===== src/sv/sisks_pkg.sv =====
`default_nettype none
package sisks_pkg;

	localparam logic signed [31:0] ENTRY_MAX = 32'sh7fff_ffff;

	localparam logic MODE_INSERT = 1'b0;
	localparam logic MODE_READ   = 1'b1;

	typedef enum logic [4:0] {
		ST_IDLE = 5'b00001,
		ST_LOOK = 5'b00010,
		ST_WALK = 5'b00100,
		ST_PUT  = 5'b01000,
		ST_DONE = 5'b10000
	} state_t;

endpackage
`default_nettype wire


===== src/sv/sorted_insert_keep_smallest_unit.sv =====
`default_nettype none
// channel  direction  handshake            payload
// in       input      in_valid / in_stall  mode, new_value, read_index
// out      output     out_valid / out_stall inserted, position, evicted_value, read_value
//
// one transaction at a time; an accepted insert compares one entry per step,
// moving each entry that is not smaller up one place until a smaller entry
// stops the walk; a single comparator and the table's one read port serialise
// the compare steps, walking from the last entry downward.
// arst_n clears the control state and the per-entry valid bits, so the table reads
// as all largest positive values right after reset without a clearing pass.
// out_stall holds the result in place and keeps in_stall high until it is taken.
module sorted_insert_keep_smallest_unit
	import sisks_pkg::*;
#(
	parameter int DEPTH = 16
) (
	input  wire                clk,
	input  wire                arst_n,
	input  wire                in_valid,
	output logic               in_stall,
	input  wire                mode,
	input  wire signed [31:0]  new_value,
	input  wire        [3:0]   read_index,
	output logic               out_valid,
	input  wire                out_stall,
	output logic               inserted,
	output logic       [3:0]   position,
	output logic signed [31:0] evicted_value,
	output logic signed [31:0] read_value
);

	localparam int AW = (DEPTH > 1) ? $clog2(DEPTH) : 1;
	localparam logic [AW-1:0] LAST = AW'(DEPTH - 1);
	localparam logic [8:0] DEPTH_W = 9'(DEPTH);

	state_t state_q;

	logic signed [31:0] mem [DEPTH];
	logic [DEPTH-1:0]   vld_q;
	logic signed [31:0] rd_data_q;
	logic               rd_vld_q;

	logic               mode_q;
	logic signed [31:0] value_q;
	logic [3:0]         ridx_q;
	logic [AW-1:0]      k_q;

	logic               res_ins_q;
	logic [3:0]         res_pos_q;
	logic signed [31:0] res_evict_q;
	logic signed [31:0] res_read_q;

	logic signed [31:0] eff;
	logic               gt;
	logic               ridx_ok;
	logic [AW-1:0]      rd_addr;
	logic               wr_en;
	logic [AW-1:0]      wr_addr;
	logic signed [31:0] wr_data;

	// an entry never written reads as ENTRY_MAX through its clear valid bit
	assign eff     = rd_vld_q ? rd_data_q : ENTRY_MAX;
	assign gt      = value_q > eff;
	assign ridx_ok = {5'd0, ridx_q} < DEPTH_W;

	always_comb begin
		rd_addr = LAST;
		wr_en   = 1'b0;
		wr_addr = k_q;
		wr_data = eff;
		unique case (state_q)
			ST_IDLE: begin
				rd_addr = (mode == MODE_READ) ? AW'(read_index) : LAST;
			end
			ST_LOOK: begin
				rd_addr = AW'(LAST - AW'(1));
			end
			ST_WALK: begin
				rd_addr = AW'(k_q - AW'(2));
				wr_en   = !gt;
			end
			ST_PUT: begin
				wr_en   = 1'b1;
				wr_data = value_q;
			end
			ST_DONE: begin
				rd_addr = LAST;
			end
			default: begin
				rd_addr = LAST;
			end
		endcase
	end

	always_ff @(posedge clk) begin
		if (wr_en) begin
			mem[wr_addr] <= wr_data;
		end
		rd_data_q <= mem[rd_addr];
	end

	always_ff @(posedge clk or negedge arst_n) begin
		if (!arst_n) begin
			vld_q    <= '0;
			rd_vld_q <= 1'b0;
		end else begin
			if (wr_en) begin
				vld_q[wr_addr] <= 1'b1;
			end
			rd_vld_q <= vld_q[rd_addr];
		end
	end

	always_ff @(posedge clk or negedge arst_n) begin
		if (!arst_n) begin
			state_q <= ST_IDLE;
		end else begin
			unique case (state_q)
				ST_IDLE: if (in_valid) state_q <= ST_LOOK;
				ST_LOOK: begin
					if (mode_q == MODE_READ || gt) state_q <= ST_DONE;
					else state_q <= ST_WALK;
				end
				ST_WALK: if (gt || k_q == AW'(1)) state_q <= ST_PUT;
				ST_PUT:  state_q <= ST_DONE;
				ST_DONE: if (!out_stall) state_q <= ST_IDLE;
				default: state_q <= ST_IDLE;
			endcase
		end
	end

	always_ff @(posedge clk) begin
		unique case (state_q)
			ST_IDLE: begin
				if (in_valid) begin
					mode_q      <= mode;
					value_q     <= new_value;
					ridx_q      <= read_index;
					res_ins_q   <= 1'b0;
					res_pos_q   <= 4'd0;
					res_evict_q <= '0;
					res_read_q  <= '0;
				end
			end
			ST_LOOK: begin
				if (mode_q == MODE_READ) begin
					res_read_q <= ridx_ok ? eff : 32'sd0;
				end else if (!gt) begin
					res_evict_q <= eff;
					k_q         <= LAST;
				end
			end
			ST_WALK: begin
				// entry below is not smaller: it moves up one place
				if (!gt) begin
					k_q <= AW'(k_q - AW'(1));
				end
			end
			ST_PUT: begin
				res_ins_q <= 1'b1;
				res_pos_q <= 4'(k_q);
			end
			ST_DONE: begin
			end
			default: begin
			end
		endcase
	end

	assign in_stall      = (state_q != ST_IDLE);
	assign out_valid     = (state_q == ST_DONE);
	assign inserted      = res_ins_q;
	assign position      = res_pos_q;
	assign evicted_value = res_evict_q;
	assign read_value    = res_read_q;

endmodule
`default_nettype wire


===== config.mk =====
export PLATFORM = sky130hd
export DESIGN_NAME = sorted_insert_keep_smallest_unit
export DESIGN_NICKNAME = d
export VERILOG_FILES = /design/src/sv/sisks_pkg.sv /design/src/sv/sorted_insert_keep_smallest_unit.sv
export SDC_FILE = /design/constraint.sdc
export NUM_CORES = 1
export LEC_CHECK = 0
export BUFFER_PORTS_ARGS = -buffer_cell sky130_fd_sc_hd__buf_2
export CAP_MARGIN = 20
export CORE_UTILIZATION = 30
export DETAILED_ROUTE_END_ITERATION = 8
export SLEW_MARGIN = 20
export SYNTH_ARGS = -nofsm -noshare
export SYNTH_HDL_FRONTEND = slang
export SYNTH_SLANG_ARGS = --single-unit

===== constraint.sdc =====
create_clock -name clk -period 5.2 [get_ports clk]
set_clock_uncertainty 0.15 [all_clocks]
set_input_delay 0.26 -clock clk [delete_from_list [all_inputs] [get_ports clk]]
set_output_delay 0.26 -clock clk [all_outputs]
set_load 0.05 [all_outputs]

After elaboration in Yosys (flattened, before gate mapping)
Memories as Yosys holds them, arrays and structs flattened. A register that Yosys moved wholly into a read port is not among the register bits.
Cells that the tools add are included.
{ "totals": {"input_bits": 41, "wordCells": 75, "out_inout_bits": 71, "mem_bits_rw": 512, "mem_count": 1, "ff_bits": 128} }
{ "mem_list": {"columns": ["memory", "depth", "word_bits", "rd", "rd_ports_with_merged_regs", "wr", "line_no", "source"], "rows": [
  ["mem", 16, 32, 1, 1, 1, "sorted_insert_keep_smallest_unit.sv:39", "logic signed [31:0] mem [DEPTH];"]
]} }
{ "classes": {"n_bitwise": 1, "reduce_logical": 13, "mux": 30, "n_eq_ne": 14, "order_cmp": 4, "addsub": 2} }
{ "op_table": {"columns": ["cell", "count"], "rows": [
  ["two-way mux 32 bit", 6],
  ["one-hot mux 32 bit (2 select lines)", 2],
  ["greater-than comparator 32 bit", 1],
  ["one-hot mux 5 bit (5 select lines)", 1],
  ["two-way mux 4 bit", 5],
  ["two-way mux 5 bit", 4],
  ["bitwise OR 16 bit", 1],
  ["one-hot mux 4 bit (2 select lines)", 2],
  ["inequality test 2 bit, second input constant", 7],
  ["one-hot mux 4 bit (3 select lines)", 1],
  ["< comparator 4 x 5 -> 1 bit, second input constant", 2],
  ["AND reduction 4 bit", 2],
  ["AND reduction 3 bit", 2],
  ["nonzero test 2 bit", 3],
  ["== test 5 x 1 -> 1 bit, second input constant", 1],
  ["== test 5 x 2 -> 1 bit, second input constant", 1],
  ["== test 5 x 3 -> 1 bit, second input constant", 1],
  ["== test 5 x 4 -> 1 bit, second input constant", 1],
  ["== test 5 bit, second input constant", 1],
  ["two-way mux 1 bit", 5],
  ["inequality test 5 x 1 -> 1 bit, second input constant", 1],
  ["binary-select mux 1 bit (select 4 bit)", 1],
  ["demux 1 bit (select 4 bit)", 1],
  ["== test 4 x 1 -> 1 bit, second input constant", 1],
  ["8 further kinds", 11]
]} }

Logic depth before layout (Yosys ltp)
Gate-level depths: netlist (run 1).
{ "logic_depth": {"depth_word": 6, "mapped_depth": 12} }

Worst setup path before layout (run 1)
Ideal clock, no wire load.
{ "synth_path": {"path_kind": "reg2reg", "from": "register rd_vld_q", "to": "memory mem[12][0] (enable)", "path_stages_with_launch": 12, "setup_ns": 0.421, "arrival_time_ns": 3.841, "n_path_buf": 2, "setup_slack_ns": 0.788, "path_cell_list": "dfrtp_1 clkbuf_1 nor2b_1 ha_1 a21o_1 a21o_1 a221o_1 o21ai_0 a21oi_1 o31a_1 clkbuf_1 nor2_1"} }
{ "synth_between": {"elab_chain_len": 6} }
{ "synth_rtl": {"columns": ["item", "line_no", "source"], "rows": [
  ["from (decl)", "sorted_insert_keep_smallest_unit.sv:42", "logic rd_vld_q;"],
  ["from (signal assigned)", "sorted_insert_keep_smallest_unit.sv:111", "rd_vld_q <= vld_q[rd_addr];"],
  ["two-way mux 32 bit", "sorted_insert_keep_smallest_unit.sv:63", "assign eff = rd_vld_q ? rd_data_q : ENTRY_MAX;"],
  ["greater-than comparator 32 bit", "sorted_insert_keep_smallest_unit.sv:64", "assign gt = value_q > eff;"],
  ["logical NOT 1 bit", null, null],
  ["one-hot mux 1 bit (2 select lines)", "sorted_insert_keep_smallest_unit.sv:72", "unique case (state_q)"],
  ["two-way mux 1 bit", "sorted_insert_keep_smallest_unit.sv:97", "if (wr_en) begin"],
  ["two-way mux 1 bit (not written as such)", "sorted_insert_keep_smallest_unit.sv:98", "mem[wr_addr] <= wr_data;"],
  ["to (decl)", "sorted_insert_keep_smallest_unit.sv:39", null]
]} }
Every way passes these cells.

Worst setup path after layout (run 1)
{ "layout_path": {"from": "register rd_vld_q", "to": "memory mem[12][6] (enable)"} }
The elaborated chain is that of the path after synthesis.

==> metrics.txt, run 1 <==
outcome=completed; fraction of layout cells with a size suffix above 1=0.2816; drt first pass iters=7; Via density=4.747; die height=296.6 um; total global routing overflow=0; GR Util All Layers=0.1478; clock slew at reported path FFs=0.06 ns; WP buf/inv=2; CTS tree=yes; Worst-Skew Late Latency=0.62 ns; DRT iter0 DRCs=1009; Synth top area share=0.7127; most area-consuming cells after synthesis=edfxtp_1 (71%), mux4_2 (11%), mux2i_1 (3.8%); most frequent cells in the layout=edfxtp_1 (618), mux4_2 (132), buf_2 (111); RSZ-0062 raised after global routing=false; top_reg_cell synth=edfxtp_1; Layout Nets=1591; Seq/Total Area, Yosys=0.7585; highest clock rate=0.2097 GHz; R2R Path End=mem[12][6]; R2R Path Start=rd_vld_q; drt total wl=63890 um; distinct cell type count after synthesis=45; Lkg Pwr=0.01172 uW; Util after Layout=0.3633; Worst Hold Class=in -> async; syn nets=1376; Slew HR=0.2554; period utilization=0.9169; die width=296.6 um; maximum buffer depth of the clock tree=3; Worst path top cell family by delay=compound AO/OA/AOI/OAI gates; reg2reg path depth=11; detailed placement HPWL=41610 um; core region area=0.08555 mm^2; CTS root buffer=clkbuf_16; H-tree depth=3; Die ar.=0.08798 mm^2; Post-Syn Area=0.02604 mm^2; Worst setup EP type=flip-flop; Required @ worst endpoint=5.31 ns; Antenna Violating Nets Remaining=0; CP max FO=26; Final Worst Setup Slack=0.4321 ns; Setup Viol. Count Final=0; largest net degree at the start of global routing=72; first-pass GRT wire length=92850 um; wire length per cell=23.58 um; Final min period=4.768 ns; Post-route DRC=0; number of synthesized flops with an enable pin=618; share of flip-flops with an asynchronous set or reset=0.03274; initial antenna violation count=0; slowest CP cell=o31a_2; worst setup path endpoint=mem[12][6]; I/O Pins=112; Worst path depth=11; post-CTS setup buffer count=0; most frequent CP cell=a21o_1; Row Count=107; sequence of cells on the critical path=buf_12 > nor2b_1 > ha_1 > a21o_1 > a21o_1 > a221o_1 > o21ai_0 > a21oi_1 > o31a_2 > nor2_4 > buf_4; Yosys top cell by area=edfxtp_1; Worst Setup SP=rd_vld_q; Initial Util=0.3044; Max Cap Viol=0; most common cell after layout, fill and taps aside=edfxtp_1; Hold Vio Cnt, Final=0; Overall Power=16080 uW; syn_area_per_cell=20.06 um^2; Largest stage delay, worst path=0.73 ns; Worst VDD drop=0.5249 mV; final slew viol count=0; synthesized instance count=1298; routability cong.=0.8371; ANT cells=0; R2R setup slack=0.43 ns; critical path class=reg -> reg; Clock Sinks=672; pwr dens=517.3 mW/mm^2; Area Growth Syn to Fin=19.37%; Vias=12.86k; CP startpoint kind=flip-flop; Synth Warn #=0; Seq cells post-synth=672; Crit path arrival time=4.88 ns; Inserted Clock Buffers=71; setup TNS=0 ns; DP Worst Slack=0.2931 ns; Least-Margin Pin Slew=1.114 ns; via count of the first global-routing pass=13.49k; number of I/O port buffers=111
-- metal layers --
layer  part of all wire  routed length (um)  global-route usage  vias to the layer above
li1                   -                   -                   -                     5660
met1               0.43               27680              0.1954                     6715
met2               0.48               30600              0.2389                      401
met3              0.061                3867             0.03519                       88
met4              0.027                1742             0.04903                        0
met5                  0                   0                   0                        -
-- Yosys cell counts, types with 2 or more instances --
cell type / count
nand3_1: 8
mux4_2: 132
nand3b_1: 2
dfrtp_1: 21
nor2b_1: 33
nor3_2: 2
a21oi_1: 48
o211ai_1: 2
ha_1: 37
o21a_1: 4
xnor2_1: 2
inv_1: 11
xor2_1: 3
o21ai_0: 13
a21o_1: 4
edfxtp_1: 618
buf_6: 9
clkbuf_1: 22
nor3_1: 2
o21bai_1: 16
nand4_1: 8
nand2_1: 31
and3_1: 2
mux2i_1: 99
buf_1: 2
dfxtp_1: 32
and4_1: 2
and3b_1: 2
nor2_1: 90
buf_2: 25
nand2b_1: 2
-- area by class of cell --
| class | instances | area [um^2] |
|---|---|---|
| clock inverters | 36 | 337.8 |
| well taps | 1144 | 1431 |
| flip-flops and latches | 672 | 19750 |
| repair buffers | 200 | 1436 |
| fillers | 7828 | 54460 |
| clock buffers | 90 | 1909 |
| inverters | 12 | 45.04 |
| multi-input cells | 556 | 6173 |
-- through the flow --
step	std cells	hold WS [ns]	instance area, um^2
after global placement	2546	0.1515	28420
after floorplan	1298	-0.1856	26040
after detailed placement	2546	0.1588	28420
after global routing	2710	0.09143	31080
after CTS	2709	0.04473	31040
final	2710	0.04977	31080
-- power by group --
group,internal [uW],switching (uW),total (uW)
registers,6470,167,6640
clock network,2820,2070,4890
logic,1640,2910,4550
total,10900,5150,16100
-- what timing repair did --
item | 4_1_cts | 5_1_grt
hold buffers | 37 | 0
setup endpoints to repair | 0 | 135
resized for setup | 0 | 1
endpoints found under the hold margin | 58 | 0
-- registers in the layout (all words and copies together) (netlist names) --
| register | flops |
|---|---|
| rd_data_q | 32 |
| k_q | 4 |
| mode_q | 1 |
| evicted_value | 32 |
| mem | 512 |
| position | 4 |
| inserted | 1 |
| state_q | 5 |
| read_value | 32 |
| value_q | 32 |
| vld_q | 16 |
| rd_vld_q | 1 |
-- logic make-up (layout without fill, tap and decap cells) --
family | Yosys count | in the layout | share of synthesized area
flops | 672 | 672 | 0.7585
buf+inv | 70 | 338 | 0.01389
compound gates | 95 | 95 | 0.02201
xor+xnor | 5 | 5 | 0.001682
simple gates | 188 | 188 | 0.03397
fa+ha+maj | 37 | 37 | 0.01778
mux | 231 | 231 | 0.1522
-- worst register-to-register path: cells and delay by family (launching register included) --
kind                     cells  cell delay [ns]
AND/OR/NAND/NOR              2             0.67
flip-flops                   1             0.49
AO/OA/AOI/OAI                6             2.15
buffers and inverters        2             0.64
adder cells (fa/ha/maj)      1             0.29
-- worst min-delay path by stage --
stage | startpoint | depth (start not counted) | slack (ns) | end
3_5_place_dp | arst_n | 1 | 0.16 | vld_q[15]
5_1_grt | arst_n | 2 | 0.09 | vld_q[12]
6_report | arst_n | 2 | 0.05 | vld_q[6]
2_1_floorplan | arst_n | 0 | -0.19 | rd_vld_q
3_3_place_gp | arst_n | 1 | 0.15 | vld_q[14]
4_1_cts | arst_n | 2 | 0.04 | vld_q[6]
No activity file was read; power rests on OpenSTA's default activity.
==> run 2: changes to the inputs <==
BUFFER_PORTS_ARGS = default   (was -buffer_cell sky130_fd_sc_hd__buf_2)
DONT_BUFFER_PORTS = 1   (was default)
RECOVER_POWER = 25   (was default)
==> metrics.txt, run 2 (synthesis gave the netlist of run 1 again) <==
Area Growth Syn to Fin=17.44%; Antenna Violating Nets Remaining=0; Final Worst Setup Slack=0.3883 ns; wire length per cell=22.48 um; pwr dens=516.4 mW/mm^2; critical path class=reg -> reg; total global routing overflow=0; Least-Margin Pin Slew=2.440 ns; dpl cell area=0.02785 mm^2; slowest CP cell=dfrtp_1; clock slew at reported path FFs=0.07 ns; Worst setup EP type=flip-flop; most common cell after layout, fill and taps aside=edfxtp_1; Vias=12.48k; R2R Path Start=rd_vld_q; WP buf/inv=2; Row Count=107; I/O Pins=112; Net Sw Power=4894 uW; detailed placement HPWL=35060 um; most frequent cells in the layout=edfxtp_1 (618), mux4_2 (132), mux2i_1 (99); R2R Path End=mem[3][14]; Worst Hold Class=in -> async; Worst path top cell family by delay=compound AO/OA/AOI/OAI gates; drt total wl=58210 um; R2R setup slack=0.39 ns; Post-route DRC=0; final slew viol count=77; Logic pwr share=0.223; Lkg Pwr=0.01127 uW; Biggest register=mem; first-pass GRT wire length=85220 um; Layout Nets=1468; most frequent CP cell=a21oi_1; reg2reg path depth=11; die height=296.6 um; Slew HR=-0.6270; # fillers=7785; routability cong.=0.7642; number of I/O port buffers=0; Non-Filler Instances=2590; Final min period=4.812 ns; GR Util All Layers=0.1335; Initial Util=0.3044; failing checks=max-capacitance violations, max-slew violations; Clock Sinks=672; outcome=finished with violations; DRT iter0 DRCs=1089; CP max FO=32; die width=296.6 um; Crit path arrival time=4.99 ns; Net Sw Frac=0.3099; via count of the first global-routing pass=12.87k; Worst VDD drop=0.4516 mV; Worst-Skew Late Latency=0.62 ns; fraction of layout cells with a size suffix above 1=0.2180; highest clock rate=0.2078 GHz; maximum buffer depth of the clock tree=3; Via density=4.819; core region area=0.08555 mm^2; sequential share of power=0.463; Required @ worst endpoint=5.38 ns; Largest stage delay, worst path=0.87 ns; Hold Vio Cnt, Final=0; CP startpoint kind=flip-flop; largest net degree at the start of global routing=70; setup TNS=0 ns; Die ar.=0.08798 mm^2; post-CTS setup buffer count=0; Setup Viol. Count Final=0; DP Worst Slack=0.4356 ns; Max Cap Viol=2; placed insts=2423; Hold WS=0.09957 ns; period utilization=0.9253; design area=0.03058 mm^2; max FFs per register=512; CTS root buffer=clkbuf_16; drt first pass iters=5; H-tree depth=3; initial antenna violation count=0; Inserted Clock Buffers=68; sequence of cells on the critical path=buf_4 > nor2b_1 > ha_1 > a21oi_1 > o21ai_0 > a221oi_1 > nand4_1 > a21oi_1 > o31a_2 > nor2_4 > buf_12; Int Pwr=10900 uW; Clock Power Share=0.314; RSZ-0062 raised after global routing=false; CTS tree=yes
[run 2: routing by layer]
layer,GRT usage,vias up,wire (um)
met5,0,-,0
met4,0.03470,0,1172
met3,0.03527,85,4393
met2,0.2042,426,26630
met1,0.1881,6552,26020
li1,-,5417,-
[run 2: how the worst max path moves through the flow]
| stage | cells past startpoint | start | slack, ns | to |
|---|---|---|---|---|
| floorplan | 11 | rd_vld_q | 0.79 | mem[12][0] |
| global placement | 12 | rd_vld_q | 0.73 | mem[6][11] |
| detailed placement | 12 | rd_vld_q | 0.44 | mem[4][12] |
| finish | 11 | rd_vld_q | 0.39 | mem[3][14] |
| CTS | 12 | rd_vld_q | 0.39 | mem[4][12] |
| global route | 12 | rd_vld_q | 0.15 | mem[6][12] |
[run 2: worst reg2reg max path, cell delays in order (launching register included)]
cell and delay, ns:
dfrtp_1 0.87, buf_4 0.32, nor2b_1 0.31, ha_1 0.32, a21oi_1 0.16, o21ai_0 0.24
a221oi_1 0.48, nand4_1 0.18, a21oi_1 0.33, o31a_2 0.82, nor2_4 0.11, buf_12 0.22
[run 2: stage by stage]
step	total power (uW)	util
after floorplan	9971	-
after global placement	10950	0.3254
after detailed placement	10990	0.3256
after CTS	15990	0.3570
after global routing	16430	0.3574
final	15790	0.3575
[run 2: timing repair]
action	CTS	global route
hold buffers	39	0
resized for setup	0	0
hold endpoints to repair	58	0
[run 2: final cells by class]
type | count | area [um^2] | share of cell area
Antenna cell | 1 | 2.502 | 0.00008183
Multi-Input combinational cell | 556 | 6151 | 0.2011
Clock buffer | 90 | 1939 | 0.06342
Inverter | 12 | 45.04 | 0.001473
Clock inverter | 35 | 349.1 | 0.01142
Timing Repair Buffer | 80 | 912.1 | 0.02983
Tap cell | 1144 | 1431 | 0.04681
Sequential cell | 672 | 19750 | 0.6458
[run 2: power groups by stage]
| stage | combinational, uW | sequential (uW) | clock [uW] |
|---|---|---|---|
| global placement | 3520 | 7430 | 0 |
| CTS | 3610 | 7320 | 5060 |
| global route | 3820 | 7350 | 5260 |
| detailed placement | 3560 | 7420 | 0 |
| finish | 3520 | 7310 | 4960 |
| floorplan | 2650 | 7320 | 0 |
==> run 3: changes to the inputs <==
ABC_AREA = 1   (was default)
==> metrics.txt, run 3 <==
Setup Viol. Count Final=0; clock slew at reported path FFs=0.06 ns; Worst Hold Class=in -> reg; H-tree depth=3; number of I/O port buffers=0; drt first pass iters=7; fraction of layout cells with a size suffix above 1=0.08202; Antenna Violating Nets Remaining=0; I/O Pins=112; top_reg_cell synth=edfxtp_1; synth cell count leaders=edfxtp_1 (618), nand2_1 (433), inv_1 (319); first-pass GRT wire length=102300 um; Crit path arrival time=4.92 ns; CTS root buffer=clkbuf_16; Layout Nets=2381; distinct cell type count after synthesis=32; pwr dens=654.8 mW/mm^2; Die ar.=0.09325 mm^2; Synth top area share=0.6722; Slew HR=-0.6173; CTS tree=yes; Final min period=4.544 ns; Worst VDD drop=1.087 mV; Least-Margin Pin Slew=2.426 ns; Seq cells post-synth=672; largest net degree at the start of global routing=133; drt total wl=67100 um; die height=305.4 um; critical path class=reg -> reg; Yosys top cell by area=edfxtp_1; failing checks=max-capacitance violations, max-slew violations; RSZ-0062 raised after global routing=false; most common cell after layout, fill and taps aside=edfxtp_1; initial antenna violation count=3; syn_area_per_cell=12.28 um^2; period utilization=0.8738; final slew viol count=103; # fillers=8740; Lkg Pwr=0.01190 uW; Required @ worst endpoint=5.58 ns; Reg area=0.01975 mm^2; setup TNS=0 ns; Vias=16.82k; total global routing overflow=0; DRT iter0 DRCs=1559; Clock Sinks=672; core region area=0.09056 mm^2; die width=305.4 um; count leader, synth=edfxtp_1; Worst setup EP type=flip-flop; Worst-Skew Late Latency=0.61 ns; Row Count=110; Inserted Clock Buffers=69; Hold Vio Cnt, Final=0; wire length per cell=19.01 um; max FFs per register=512; Biggest register=mem; number of synthesized flops with an enable pin=618; Via density=4.767; multi-input logic area=0.006033 mm^2; Area Growth Syn to Fin=14.83%; outcome=finished with violations; ANT cells=0; CP max FO=84; Overall Power=20760 uW; GR Util All Layers=0.1446; Seq/Total Area, Yosys=0.7154; syn nets=2326; Util after Layout=0.3501; CP startpoint kind=flip-flop; Initial Util=0.3049; Post-Syn Area=0.02761 mm^2; Synth Warn #=0; most area-consuming cells after synthesis=edfxtp_1 (67%), o211ai_1 (7.1%), nand2_1 (5.9%); synthesized instance count=2248; routability cong.=0.8032; Max Cap Viol=2; Post-route DRC=0; via count of the first global-routing pass=16.44k; share of flip-flops with an asynchronous set or reset=0.03274; highest clock rate=0.2201 GHz; detailed placement HPWL=40660 um; maximum buffer depth of the clock tree=3; most frequent cells in the layout=edfxtp_1 (618), nand2_1 (432), inv_1 (308)
## run 3: cell types whose count changed after synthesis, moves of 32 or more
cell | before | now
a21oi_1 | 48 | 15
buf_2 | 25 | 78
inv_1 | 11 | 319
mux2i_1 | 99 | 0
mux4_2 | 132 | 0
nand2_1 | 31 | 433
nand3_1 | 8 | 213
nor2b_1 | 33 | 0
o211ai_1 | 2 | 260
o21ai_0 | 13 | 45
## run 3: kinds of logic after synthesis
family,after synthesis,share of synthesized area
DFF,672,0.7154
adders and majority gates,37,0.01677
AOI/OAI and AO/OA,331,0.08420
buffers and inverters,446,0.06675
and+or+nand+nor,762,0.1169
## run 3: repair_timing
| item | CTS | global route |
|---|---|---|
| setup endpoints to repair | 0 | 0 |
| hold endpoints to repair | 59 | 22 |
| hold buffers | 36 | 1 |
| buffers inserted | 0 | 0 |
| resized for setup | 0 | 0 |
## run 3: where the power goes
part	internal [uW]	switching [uW]	total (uW)	leakage [uW]
combinational	2130	5820	7950	0.00472
clock	2850	2040	4890	0.00109
sequential	7020	892	7910	0.00608
## run 3: final timing paths
path | from | to | slack, ns | cells past startpoint
max | state_q[0] | rd_data_q[25] | 0.66 | 11
min | new_value[12] | value_q[12] | 0.14 | 1
max reg2reg | state_q[0] | rd_data_q[25] | 0.66 | 11
min reg2reg | vld_q[7] | vld_q[7] | 0.30 | 2
max in group asynchronous | arst_n | rd_vld_q | 3.73 | 2
min in group asynchronous | arst_n | vld_q[1] | 0.37 | 2
## run 3: area by class of cell
type | instances | share of cell area
inverters | 324 | 0.03844
flip-flops and latches | 672 | 0.6230
repair buffers | 106 | 0.03165
well taps | 1176 | 0.04641
clock inverters | 40 | 0.01334
clock buffers | 81 | 0.05687
multi-input cells | 1130 | 0.1903
## run 3: worst max-delay path, cell delays in order, from the launching register on
cell and delay [ns]:
dfstp_1 0.55, nor2_2 0.05, nand3_1 1.09, nand3_2 0.37, nand2_2 0.23, nor2_4 0.10, inv_4 0.69, buf_4 0.50
o211ai_1 0.16, nand3_1 0.13, nand3_1 0.09, nand2_1 0.18
## run 3: metrics by stage
stage / hold WS, ns / cell area, um^2 / cells / setup WS, ns
floorplan: -0.1856 / 27610 / 2248 / 0.7613
global placement: -0.1831 / 29210 / 3371 / 0.7331
detailed placement: -0.1834 / 29210 / 3371 / 0.7052
CTS: 0.1148 / 31800 / 3528 / 0.6924
global route: 0.1271 / 31700 / 3529 / 0.3145
finish: 0.1394 / 31700 / 3529 / 0.6563
## run 3: routing by layer
| metal | vias up | GRT usage | part of all wire |
|---|---|---|---|
| met5 | - | 0 | 0 |
| met4 | 0 | 0.04441 | 0.017 |
| met3 | 84 | 0.02593 | 0.070 |
| met2 | 554 | 0.2333 | 0.47 |
| met1 | 8173 | 0.1975 | 0.44 |
| li1 | 8012 | - | - |
